==> config.mk <==
export PLATFORM = sky130hd
export DESIGN_NAME = mbt_step_div
export DESIGN_NICKNAME = d
export VERILOG_FILES = /design/src/hw/rtl/mbt_step_div.sv
export SDC_FILE = /design/constraint.sdc
export NUM_CORES = 1
export LEC_CHECK = 0
export BUFFER_PORTS_ARGS = -buffer_cell sky130_fd_sc_hd__buf_4
export CORE_MARGIN = 5
export CORE_UTILIZATION = 36
export CTS_CLUSTER_DIAMETER = 50
export CTS_CLUSTER_SIZE = 40
export DETAILED_ROUTE_END_ITERATION = 8
export PLACE_DENSITY = 0.79
export SLEW_MARGIN = 40
export SYNTH_ARGS = -nofsm -noshare
export SYNTH_HDL_FRONTEND = slang
export SYNTH_SLANG_ARGS = --single-unit
export TNS_END_PERCENT = 30
==> constraint.sdc <==
create_clock -name clock -period 0.8 [get_ports clock]
set_input_delay 0.12 -clock clock [delete_from_list [all_inputs] [get_ports clock]]
set_output_delay 0.12 -clock clock [all_outputs]
set_load 0.005 [all_outputs]
==> src/hw/rtl/mbt_step_div.sv <==
// Pixel step unit: step = dividend / DIVISOR by reciprocal multiplication.
// Done rises in the cycle after start. No package dependency.
module mbt_step_div #(
   parameter int DIVISOR = 512
) (
   input  logic        clock,
   input  logic        reset,
   input  logic        start,
   input  logic [31:0] dividend,
   output logic        done,
   output logic [31:0] quotient
);

   // floor(x / d) == (x * m) >> (32 + l) for every 32-bit x,
   // with l = ceil(log2 d) and m = floor(2^(32+l) / d) + 1 (33 bits).
   localparam int          SHIFT = 32 + $clog2(DIVISOR);
   localparam logic [32:0] RECIP = 33'(((64'd1 << SHIFT) / DIVISOR) + 1);

   logic        done_ff, done_in;
   logic [31:0] quo_ff, quo_in;
   logic [64:0] scaled;

   always_comb begin
      scaled  = {33'd0, dividend} * {32'd0, RECIP};
      quo_in  = start ? 32'(scaled >> SHIFT) : quo_ff;
      done_in = start;
   end

   always_ff @(posedge clock) begin
      if (reset) begin
         done_ff <= 1'b0;
      end else begin
         done_ff <= done_in;
      end
      quo_ff <= quo_in;
   end

   assign done     = done_ff;
   assign quotient = quo_ff;

endmodule

### Word level (Yosys, flattened, before mapping)

Index checks and enable logic that the tools add are counted.

| cells by class | value |
|---|---|
| add/sub/neg operators | 0 |
| $mul | 1 |
| divide/modulo/power cells | 0 |
| $lt $le $gt $ge | 0 |
| eq/ne operators | 0 |
| shift operators | 0 |
| multiplexer cells | 0 |
| bitwise operators | 0 |
| reductions and logical operators | 0 |

Operators by type and width:

| cell | number |
|---|---|
| 32-bit by 33-bit multiplier with 65-bit output (second input constant) | 1 |

| word-level totals | value |
|---|---|
| flip-flop bits (word level) | 25 |
| latch bits | 0 |
| RAM bits | 0 |
| ROM bits | 0 |
| input bits | 35 |
| output and inout bits | 33 |
| memories | 0 |

### Logic depth before layout (Yosys ltp)

Gate-level depths: netlist (run 1).

| depth | value |
|---|---|
| word-level depth | 1 |
| gate-level depth with buffers | 1 |
| depth with buffers taken out | 1 |

### Worst setup path before layout (run 1)

Ideal clock, no wire load.

| path | value |
|---|---|
| kind | reg2out |
| start | register quo_ff[0], in the netlist quotient[0] |
| end | output port quotient[0] |
| arrival | 0.355 ns |
| data required time | 0.680 ns |
| slack | 0.325 ns |
| stages on the path, launching flop included | 1 |
| buffers on the path | 0 |
| cell sequence | edfxtp_1 |

RTL lines:

| element | RTL line | source |
|---|---|---|
| from (decl) | 20 | `logic [31:0] quo_ff, quo_in;` |
| from (signal assigned) | 35 | `quo_ff <= quo_in;` |
| to (decl) | 11 | `output logic [31:0] quotient` |

No word-level cell between the ends.

### Worst setup path in the final report (run 1)

| path | value |
|---|---|
| start | register quo_ff[14], in the netlist quotient[14] |
| end | output port quotient[14] |

No word-level cell between the ends.

==> summary.md, run 1 <==
| Metric | Value |
|---|---|
| Post-Syn Area | `796 um2` |
| Postcts setup bufs | `0` |
| Antenna cells | `0` |
| Worst Path Required | `0.68 ns` |
| Port Buffer Count | `49` |
| Site Rows | `17` |
| Vias in the first global route | `539` |
| Final Critical Period | `0.967 ns` |
| CTS Buf Count | `3` |
| Max Slew Vio Count | `0` |
| Drt initial violations | `6` |
| Final wirelength | `1730 um` |
| Most frequent cells in the layout | `buf_4, dlygate4sd3_1, edfxtp_1` |
| Worst EP arrival | `0.85 ns` |
| Worst min-delay path startpoint | `start` |
| DP HPWL | `1140 um` |
| Maximum clock insertion buffer count | `2` |
| Core area | `0.00217 mm2` |
| Clk pin slew, worst setup/hold paths | `0.12 ns` |
| Layout Utilization | `67.0%` |
| Area post-placement | `0.00116 mm2` |
| F_max | `1030 MHz` |
| Failing checks | `setup timing` |
| Largest net degree at the start of global routing | `25` |
| DRC viols | `0` |
| Ports | `68` |
| P per Cell Area | `1720 mW/mm2` |
| CP Capture Type | `output pin` |
| YS warnings | `0` |
| Clk sinks | `24` |
| IR drop worst, VDD | `1.19 mV` |
| Via count | `530` |
| Cells after Synth | `35` |
| DR pass1 iterations | `3` |
| Register area share after synthesis | `89.3%` |
| Fin Hold WS | `0.214 ns` |
| Most common cell after layout, fill and taps aside | `buf_4` |
| Leak Pwr | `0.632 nW` |
| Crit share post-route | `121%` |
| Synth Register Bits | `24` |
| Status | `finished with violations` |
| Clock root cell | `clkbuf_4` |
| First-pass GRT wire length | `2640 um` |
| Routed Antenna Nets | `0` |
| Gr ovfl total | `0` |
| Starting Density | `36.7%` |
| Tightest Hold Check Type | `in -> reg` |
| Die ar. | `0.00325 mm2` |
| Final Hold Viols | `0` |
| Number of max-cap violations | `0` |
| Wirelength per Cell | `12.5 um` |
| TNS Setup | `-3.28 ns` |
| H-tree depth | `1` |
| Crit start category | `flip-flop` |
| Finished layout cell area | `0.00145 mm2` |
| Place WS | `0.0687 ns` |
| Final setup viols | `24` |
| Non-Filler Instances | `139` |
| WS Path Type | `reg -> out` |
| Power Total | `2.49 mW` |
| RSZ-0062 raised after global routing | `true` |
| Chip Height | `57.0 um` |
| Critical Path Fanout Max | `1` |
| Fin worst setup slack | `-0.167 ns` |
| Critical Path Slowest Stage Cell | `edfxtp_1` |
| Synth-to-Final Area Change | `82.5%` |
| Post-Syn Area per Cell | `22.7 um2` |
| Bufs and invs on worst path | `1` |
| Vias/cell | `3.81` |
| Initial antenna violation count | `0` |
| Die X | `57.0 um` |
| GPL Wtd Cong | `0.633` |
| Crit path launch | `quotient[14]` |
| GRT Total Usage | `10.8%` |
| Netlist cell types | `5` |
| Ratio of cells with drive above 1 in the final layout | `48.6%` |
| Final-stage net count | `147` |
| # fillers | `154` |
| CTS tree | `yes` |
| CP peak stage delay | `0.40 ns` |
| Post-Place Cells | `111` |
| CP delay by family, top | `flip-flops` |
| Worst path cell trace | `buf_4` |
## Yosys cell counts
| master | count | area share (%) |
|---|---|---|
| buf_4 | 9 | 8.5 |
| dfxtp_1 | 1 | 2.5 |
| edfxtp_1 | 23 | 87 |
| nor2b_4 | 1 | 1.7 |
| conb_1 | 1 | 0.47 |
## layer usage
metal  GRT usage (%)  part of all wire, %  vias up
met3            2.49                  8.5        0
met4            2.98                    0        0
met1            11.8                   30      244
met5               0                    0        -
met2            20.6                   61       25
li1                -                    -      261
## cell type report
| type | count | area, um2 | area share (%) |
|---|---|---|---|
| clock buffers | 4 | 36.3 | 2.50 |
| multi-input cells | 10 | 47.5 | 3.27 |
| flip-flops and latches | 24 | 711 | 48.9 |
| well taps | 28 | 35.0 | 2.41 |
| repair buffers | 73 | 623 | 42.9 |
## logic make-up after synthesis
| group | synth area share [%] |
|---|---|
| simple gates | 1.73 |
| other cells | 0.471 |
| buf+inv | 8.49 |
| flops | 89.3 |
## state kept, by name (all words and copies together) (netlist names)
signal	flops
done	1
quotient	23
## power breakdown
group | switching [mW] | internal, mW | leakage, nW
registers | 0.0281 | 1.48 | 0.233
clock network | 0.319 | 0.277 | 0.0210
logic | 0.115 | 0.271 | 0.377
## path summary, 6_finish.rpt
check | to | slack (ns) | depth (start not counted)
max | quotient[14] | -0.17 | 1
min | done | 0.21 | 2
## what timing repair did
| action | in CTS | in global routing |
|---|---|---|
| setup endpoints to repair | 24 | 24 |
| hold buffers | 24 | 0 |
| resized for setup | 0 | 4 |
| endpoints found under the hold margin | 24 | 0 |
| cloned | 0 | 0 |
Note: power is estimated with default switching activity, not from simulation.
==> inputs of run 2 (changes only) <==
--- a/config.mk
+++ b/config.mk
@@ -5,13 +5,16 @@
 export SDC_FILE = /design/constraint.sdc
 export NUM_CORES = 1
 export LEC_CHECK = 0
+export ABC_AREA = 0
 export BUFFER_PORTS_ARGS = -buffer_cell sky130_fd_sc_hd__buf_4
+export CORE_ASPECT_RATIO = 0.7
 export CORE_MARGIN = 5
 export CORE_UTILIZATION = 36
 export CTS_CLUSTER_DIAMETER = 50
 export CTS_CLUSTER_SIZE = 40
 export DETAILED_ROUTE_END_ITERATION = 8
 export PLACE_DENSITY = 0.79
+export RECOVER_POWER = 50
 export SLEW_MARGIN = 40
 export SYNTH_ARGS = -nofsm -noshare
 export SYNTH_HDL_FRONTEND = slang
==> run 2 against run 1 <==
The run still ends with setup timing left. Hold slack improved by 0.20 ns. Combinational power is 3% higher. Non-clock buffer count did not move. First-iteration DRC count rose to 3.0 times the previous value. Global-route usage up 1.4 points. Wire length increased by 7.5%. Die area increased by 0.46%. Highest routed layer unchanged.
==> summary.md, run 2 (same netlist as run 1, synthesis figures left out) <==
| Metric | Value |
|---|---|
| Maximum clock insertion buffer count | `2 (unchanged)` |
| P per Cell Area | `1860 mW/mm2 (+8.6%)` |
| IR drop worst, VDD | `1.33 mV (+12%)` |
| H-tree depth | `1 (unchanged)` |
| Tightest Hold Check Type | `in -> reg` |
| Via count | `557 (+5.1%)` |
| Crit path launch | `quotient[4]` |
| Largest net degree at the start of global routing | `25 (unchanged)` |
| Starting Density | `37.2% (+0.56 points)` |
| F_max | `1010 MHz (-2.2%)` |
| Failing checks | `setup timing` |
| Status | `finished with violations` |
| Worst path cell trace | `buf_6` |
| Critical Path Slowest Stage Cell | `edfxtp_1` |
| Clock root cell | `clkbuf_4` |
| Postcts setup bufs | `0 (unchanged)` |
| Clk sinks | `24 (unchanged)` |
| Core area | `0.00214 mm2 (-1.5%)` |
| CP delay by family, top | `flip-flops` |
| Initial antenna violation count | `0 (unchanged)` |
| RSZ-0062 raised after global routing | `true` |
| Gr ovfl total | `0 (unchanged)` |
| First-pass GRT wire length | `2940 um (+12%)` |
| CTS Buf Count | `3 (unchanged)` |
| Final Critical Period | `0.989 ns (+0.0219 ns)` |
| Synth-to-Final Area Change | `86.0%` |
| Vias in the first global route | `629 (+17%)` |
| CP endpoint | `quotient[4]` |
| Clk pin slew, worst setup/hold paths | `0.13 ns (about the same)` |
| WS Path Type | `reg -> out` |
| Chip Height | `49.3 um (-13%)` |
| Vias/cell | `3.90 (+2.2%)` |
| GPL Wtd Cong | `0.646 (+2.1%)` |
| Routed Antenna Nets | `0 (unchanged)` |
| Critical Path Fanout Max | `1 (unchanged)` |
| TNS Setup | `-3.61 ns (-0.325 ns)` |
| Crit. path cell count | `1 (unchanged)` |
| Bufs and invs on worst path | `1 (unchanged)` |
| Max Slew Vio Count | `0 (unchanged)` |
| Crit share post-route | `124% (+2.7 points)` |
| Crit start category | `flip-flop` |
| Leak Pwr | `0.641 nW (+1.4%)` |
| Final Hold Viols | `0 (unchanged)` |
| Wirelength per Cell | `13.0 um (+4.5%)` |
| Final wirelength | `1860 um (+7.5%)` |
| Final setup viols | `24 (unchanged)` |
| CTS tree | `yes` |
| Drt initial violations | `18 (+12)` |
| Final-stage net count | `147 (unchanged)` |
| Worst EP arrival | `0.87 ns (+0.02 ns)` |
| Antenna cells | `0 (unchanged)` |
| Slew HR | `62.2%` |
| Slew of the pin with the lowest slew margin | `0.568 ns` |
| Site Rows | `14 (-3)` |
| CP peak stage delay | `0.42 ns (+0.02 ns)` |
| Max reg flops | `23 (unchanged)` |
| CP Capture Type | `output pin` |
| Port Buffer Count | `49 (unchanged)` |
| Most frequent cells in the layout | `buf_4, dlygate4sd3_1, edfxtp_1` |
| DR pass1 iterations | `4 (+1)` |
| GRT Total Usage | `12.2% (+1.4 points)` |
| Most common cell after layout, fill and taps aside | `buf_4` |
| DP HPWL | `1220 um (+6.8%)` |
| Ratio of cells with drive above 1 in the final layout | `49.5% (+0.90 points)` |
| Die ar. | `0.00327 mm2 (+0.46%)` |
| Die X | `66.2 um (+16%)` |
| Worst Path Required | `0.68 ns (about the same)` |
| Ports | `68 (unchanged)` |
| Number of max-cap violations | `0 (unchanged)` |
| Fin worst setup slack | `-0.189 ns (-0.0219 ns)` |
| Layout Utilization | `69.3% (+2.3 points)` |
| DRC viols | `0 (unchanged)` |
-- run 2: cell types whose count changed in the layout (fill, tap and decap cells not counted), sizes merged --
cell	previous run	this run
bufinv	0	1
buf	49	48
-- run 2: how the worst min path moves through the flow --
stage,cells past startpoint,end,slack [ns],start
2_1_floorplan,1,done,0.18,reset
3_3_place_gp,2,done,0.29,reset
3_5_place_dp,2,done,0.29,reset
4_1_cts,2,done,0.19,start
5_1_grt,2,done,0.45,start
6_report,2,done,0.42,start
-- run 2: routing by layer --
layer / up-vias / track usage [%] / wire [um]
met4: 0 / 1.01 / 0
met2: 37 / 22.9 / 1050
met1: 258 / 11.6 / 590
met3: 0 / 7.37 / 219
met5: - / 0 / 0
li1: 262 / - / -
-- run 2: area by class of cell --
cell class / instances / area (um2)
fill: 154 / 657
tap: 32 / 40.0
multi-input combinational: 10 / 47.5
clock buffer: 3 / 22.5
clock inverter: 1 / 30.0
sequential: 24 / 712
timing repair buffer: 73 / 628
-- run 2: through the flow --
stage / instance area [um2] / instances / power [mW] / hold WS, ns / setup slack (ns)
finish: 1480 / 143 / 2.76 / 0.416 / -0.189
global route: 1480 / 143 / 2.88 / 0.448 / -0.250
CTS: 1460 / 143 / 2.78 / 0.190 / -0.201
detailed placement: 1170 / 115 / 1.83 / 0.292 / 0.0603
global placement: 1170 / 115 / 1.82 / 0.291 / 0.0773
floorplan: 826 / 43 / 1.60 / 0.184 / 0.325
-- run 2: power breakdown --
group | switching [mW] | leakage, nW | internal (mW)
registers | 0.0305 | 0.234 | 1.48
logic | 0.122 | 0.379 | 0.274
clock network | 0.340 | 0.0279 | 0.506
total | 0.493 | 0.641 | 2.26
-- run 2: what timing repair did --
action,CTS,global route
hold buffers,24,0
resized for setup,1,6
endpoints found under the hold margin,24,0
setup endpoints to repair,24,24
gates cloned,0,0
==> inputs of run 3 (changes only) <==
--- a/config.mk
+++ b/config.mk
@@ -5,7 +5,7 @@
 export SDC_FILE = /design/constraint.sdc
 export NUM_CORES = 1
 export LEC_CHECK = 0
-export ABC_AREA = 0
+export ABC_AREA = 1
 export BUFFER_PORTS_ARGS = -buffer_cell sky130_fd_sc_hd__buf_4
 export CORE_ASPECT_RATIO = 0.7
 export CORE_MARGIN = 5
==> run 3 against run 2 <==
The flow still finishes with violations (setup timing). Worst setup slack got worse by 0.014 ns. Clock power barely moved. Die area fell by 0.39%. First-iteration DRC count rose by 28%. Critical path type unchanged. Critical endpoint is now quotient[16]. Largest cell class unchanged. Highest routed layer unchanged.
==> summary.md, run 3 <==
| Metric | Value |
|---|---|
| Register area | `711 um2 (-0.18%)` |
| CTS Buf Count | `3 (unchanged)` |
| Slew HR | `61.9% (-0.30 points)` |
| Cells after Synth | `36 (+2.9%)` |
| Clk sinks | `24 (unchanged)` |
| Ports | `68 (unchanged)` |
| Netlist cell types | `6 (+1)` |
| H-tree depth | `1 (unchanged)` |
| GRT Total Usage | `12.0% (-0.19 points)` |
| Top-count cell post-synth | `edfxtp_1` |
| Finished layout cell area | `0.00149 mm2 (+0.42%)` |
| Most common cell after layout, fill and taps aside | `buf_4` |
| Maximum clock insertion buffer count | `2 (unchanged)` |
| Clock Power Share | `30.5% (-0.2 points)` |
| Final-stage net count | `148 (+0.68%)` |
| Synth-to-Final Area Change | `87.7%` |
| P per Cell Area | `1860 mW/mm2 (-0.15%)` |
| Port Buffer Count | `49 (unchanged)` |
| Final wirelength | `1920 um (+3.2%)` |
| Layout Utilization | `70.1% (+0.87 points)` |
| First-pass GRT wire length | `2820 um (-4.0%)` |
| Starting Density | `37.4% (+0.13 points)` |
| Leak Pwr | `0.644 nW (+0.58%)` |
| Routed Antenna Nets | `0 (unchanged)` |
| Critical Path Slowest Stage Cell | `edfxtp_1` |
| CP delay by family, top | `flip-flops` |
| Die ar. | `0.00325 mm2 (-0.39%)` |
| Place WS | `0.0587 ns (-0.00160 ns)` |
| CP peak stage delay | `0.44 ns (+0.02 ns)` |
| Top cells by area, synth | `edfxtp_1, buf_4, dfxtp_1` |
| WS Path Type | `reg -> out` |
| Metal-1 WL | `700 um (+19%)` |
| Gr ovfl total | `0 (unchanged)` |
| Worst path cell trace | `buf_6` |
| Worst EP arrival | `0.88 ns (about the same)` |
| Met2 wire length | `947 um (-10%)` |
| Ratio of cells with drive above 1 in the final layout | `48.2% (-1.3 points)` |
| Register area share after synthesis | `89.7% (+0.42 points)` |
| Max Slew Vio Count | `0 (unchanged)` |
| Post-synth EDFFs | `23 (unchanged)` |
| Final Hold Viols | `0 (unchanged)` |
| Primary FF master, synth | `edfxtp_1` |
| Fin Hold WS | `0.394 ns (-0.0219 ns)` |
| Die X | `66.1 um (-0.20%)` |
| Wirelength per Cell | `13.4 um (+2.5%)` |
| Crit share post-route | `125% (+1.7 points)` |
| Slew of the pin with the lowest slew margin | `0.572 ns (+0.00449 ns)` |
| Largest net degree at the start of global routing | `25 (unchanged)` |
| Via count | `562 (+0.90%)` |
| # fillers | `133 (-14%)` |
| Worst Path Required | `0.68 ns (about the same)` |
| Synth Register Bits | `24 (unchanged)` |
| Area post-placement | `0.00116 mm2 (-0.32%)` |
| IR drop worst, VDD | `1.01 mV (-24%)` |
| Fin worst setup slack | `-0.202 ns (-0.0136 ns)` |
| Vias in the first global route | `585 (-7.0%)` |
| Core area | `0.00212 mm2 (-0.82%)` |
| Site Rows | `14 (unchanged)` |
| Final setup viols | `24 (unchanged)` |
| Net Sw Power | `495 uW (+0.45%)` |
| YS warnings | `0 (unchanged)` |
| Critical Path Fanout Max | `1 (unchanged)` |
| Failing checks | `setup timing` |
| Share of the synthesized area in the top cell type | `87.2% (+0.41 points)` |
| Postcts setup bufs | `0 (unchanged)` |
| Max reg flops | `23 (unchanged)` |
| Chip Height | `49.2 um (-0.18%)` |
| Tightest Hold Check Type | `in -> reg` |
| TNS Setup | `-3.74 ns (-0.133 ns)` |
| GPL Wtd Cong | `0.615 (-4.9%)` |
| Pint | `2.27 mW (+0.23%)` |
| Most frequent cells in the layout | `buf_4, dlygate4sd3_1, edfxtp_1` |
| Multi-input gate area | `40.0 um2 (-16%)` |
| CTS tree | `yes` |
| Yosys top cell by area | `edfxtp_1` |
| Post-Syn Area | `792 um2 (-0.47%)` |
| DR pass1 iterations | `4 (unchanged)` |
| CP Capture Type | `output pin` |
| Post-synth top cells | `edfxtp_1, buf_4` |
| Bufs and invs on worst path | `1 (unchanged)` |
| Drt initial violations | `23 (+5)` |
| Antenna cells | `0 (unchanged)` |
| Met3 wire length | `275 um (+26%)` |
| Clock root cell | `clkbuf_4` |
| DRC viols | `0 (unchanged)` |
| Status | `finished with violations` |
| DR top layer | `met3` |
| Final Critical Period | `1.00 ns (+0.0136 ns)` |
| RSZ-0062 raised after global routing | `true` |
| Flop pwr share | `55.0% (about the same)` |
| F_max | `998 MHz (-1.4%)` |
| Vias/cell | `3.90 (+0.20%)` |
| Post-Syn Area per Cell | `22.0 um2 (-3.2%)` |
| Sw frac | `17.9% (+0.031 points)` |
| Clk pin slew, worst setup/hold paths | `0.12 ns (about the same)` |
| Gate power share | `14.5% (about the same)` |
| Share of flip-flops with an asynchronous set or reset | `0% (unchanged)` |
| Crit start category | `flip-flop` |
| Initial antenna violation count | `0 (unchanged)` |
| Number of max-cap violations | `0 (unchanged)` |
## run 3: cell types whose count changed in the layout (fill, tap and decap cells not counted)
cell | previous run | this run
buf_4 | 42 | 39
buf_6 | 6 | 9
dfxtp_1 | 0 | 1
dfxtp_2 | 1 | 0
inv_1 | 0 | 1
nor2_2 | 0 | 1
nor2b_4 | 1 | 0
## run 3: area by class of cell
cell class                      instances  area share [%]
Clock buffer                            3            1.52
Clock inverter                          1            2.02
Inverter                                1           0.253
Multi-Input combinational cell         10            2.69
Sequential cell                        24            47.8
Tap cell                               32            2.69
Timing Repair Buffer                   73            43.0
## run 3: kinds of logic after synthesis
logic type	Yosys count	share of synthesized area (%)
buffers and inverters	10	9.00
flip-flops	24	89.7
other	1	0.473
AND/OR/NAND/NOR	1	0.790
## run 3: metal layers
layer  track usage, %  vias up
li1                 -      263
met5                0        -
met4             1.01        0
met2             21.1       39
met1             12.7      260
met3             7.37        0
## run 3: metrics by stage
stage / power [mW] / std cells
finish: 2.76 / 144
CTS: 2.76 / 144
floorplan: 1.59 / 44
global placement: 1.81 / 116
global route: 2.90 / 144
detailed placement: 1.82 / 116
## run 3: worst min-delay path: stages
cell	delay, ns
clkbuf_2	0.34
inv_1	0.16
nor2_2	0.04
## run 3: worst paths after layout
kind | depth (start not counted) | start | endpoint
max | 1 | quotient[16] | quotient[16]
min | 3 | start | done
## run 3: power groups by stage
| stage | clock network (mW) | logic, mW | registers (mW) |
|---|---|---|---|
| floorplan | 0 | 0.0439 | 1.55 |
| global placement | 0 | 0.279 | 1.54 |
| detailed placement | 0 | 0.285 | 1.54 |
| CTS | 0.874 | 0.379 | 1.51 |
| global route | 0.934 | 0.432 | 1.53 |
| finish | 0.843 | 0.401 | 1.52 |
## run 3: repair_timing
action,in CTS,in global routing
pin swaps,0,0
hold endpoints to repair,24,0
setup endpoints to repair,24,24
hold buffers,24,0
gates resized for setup,0,9
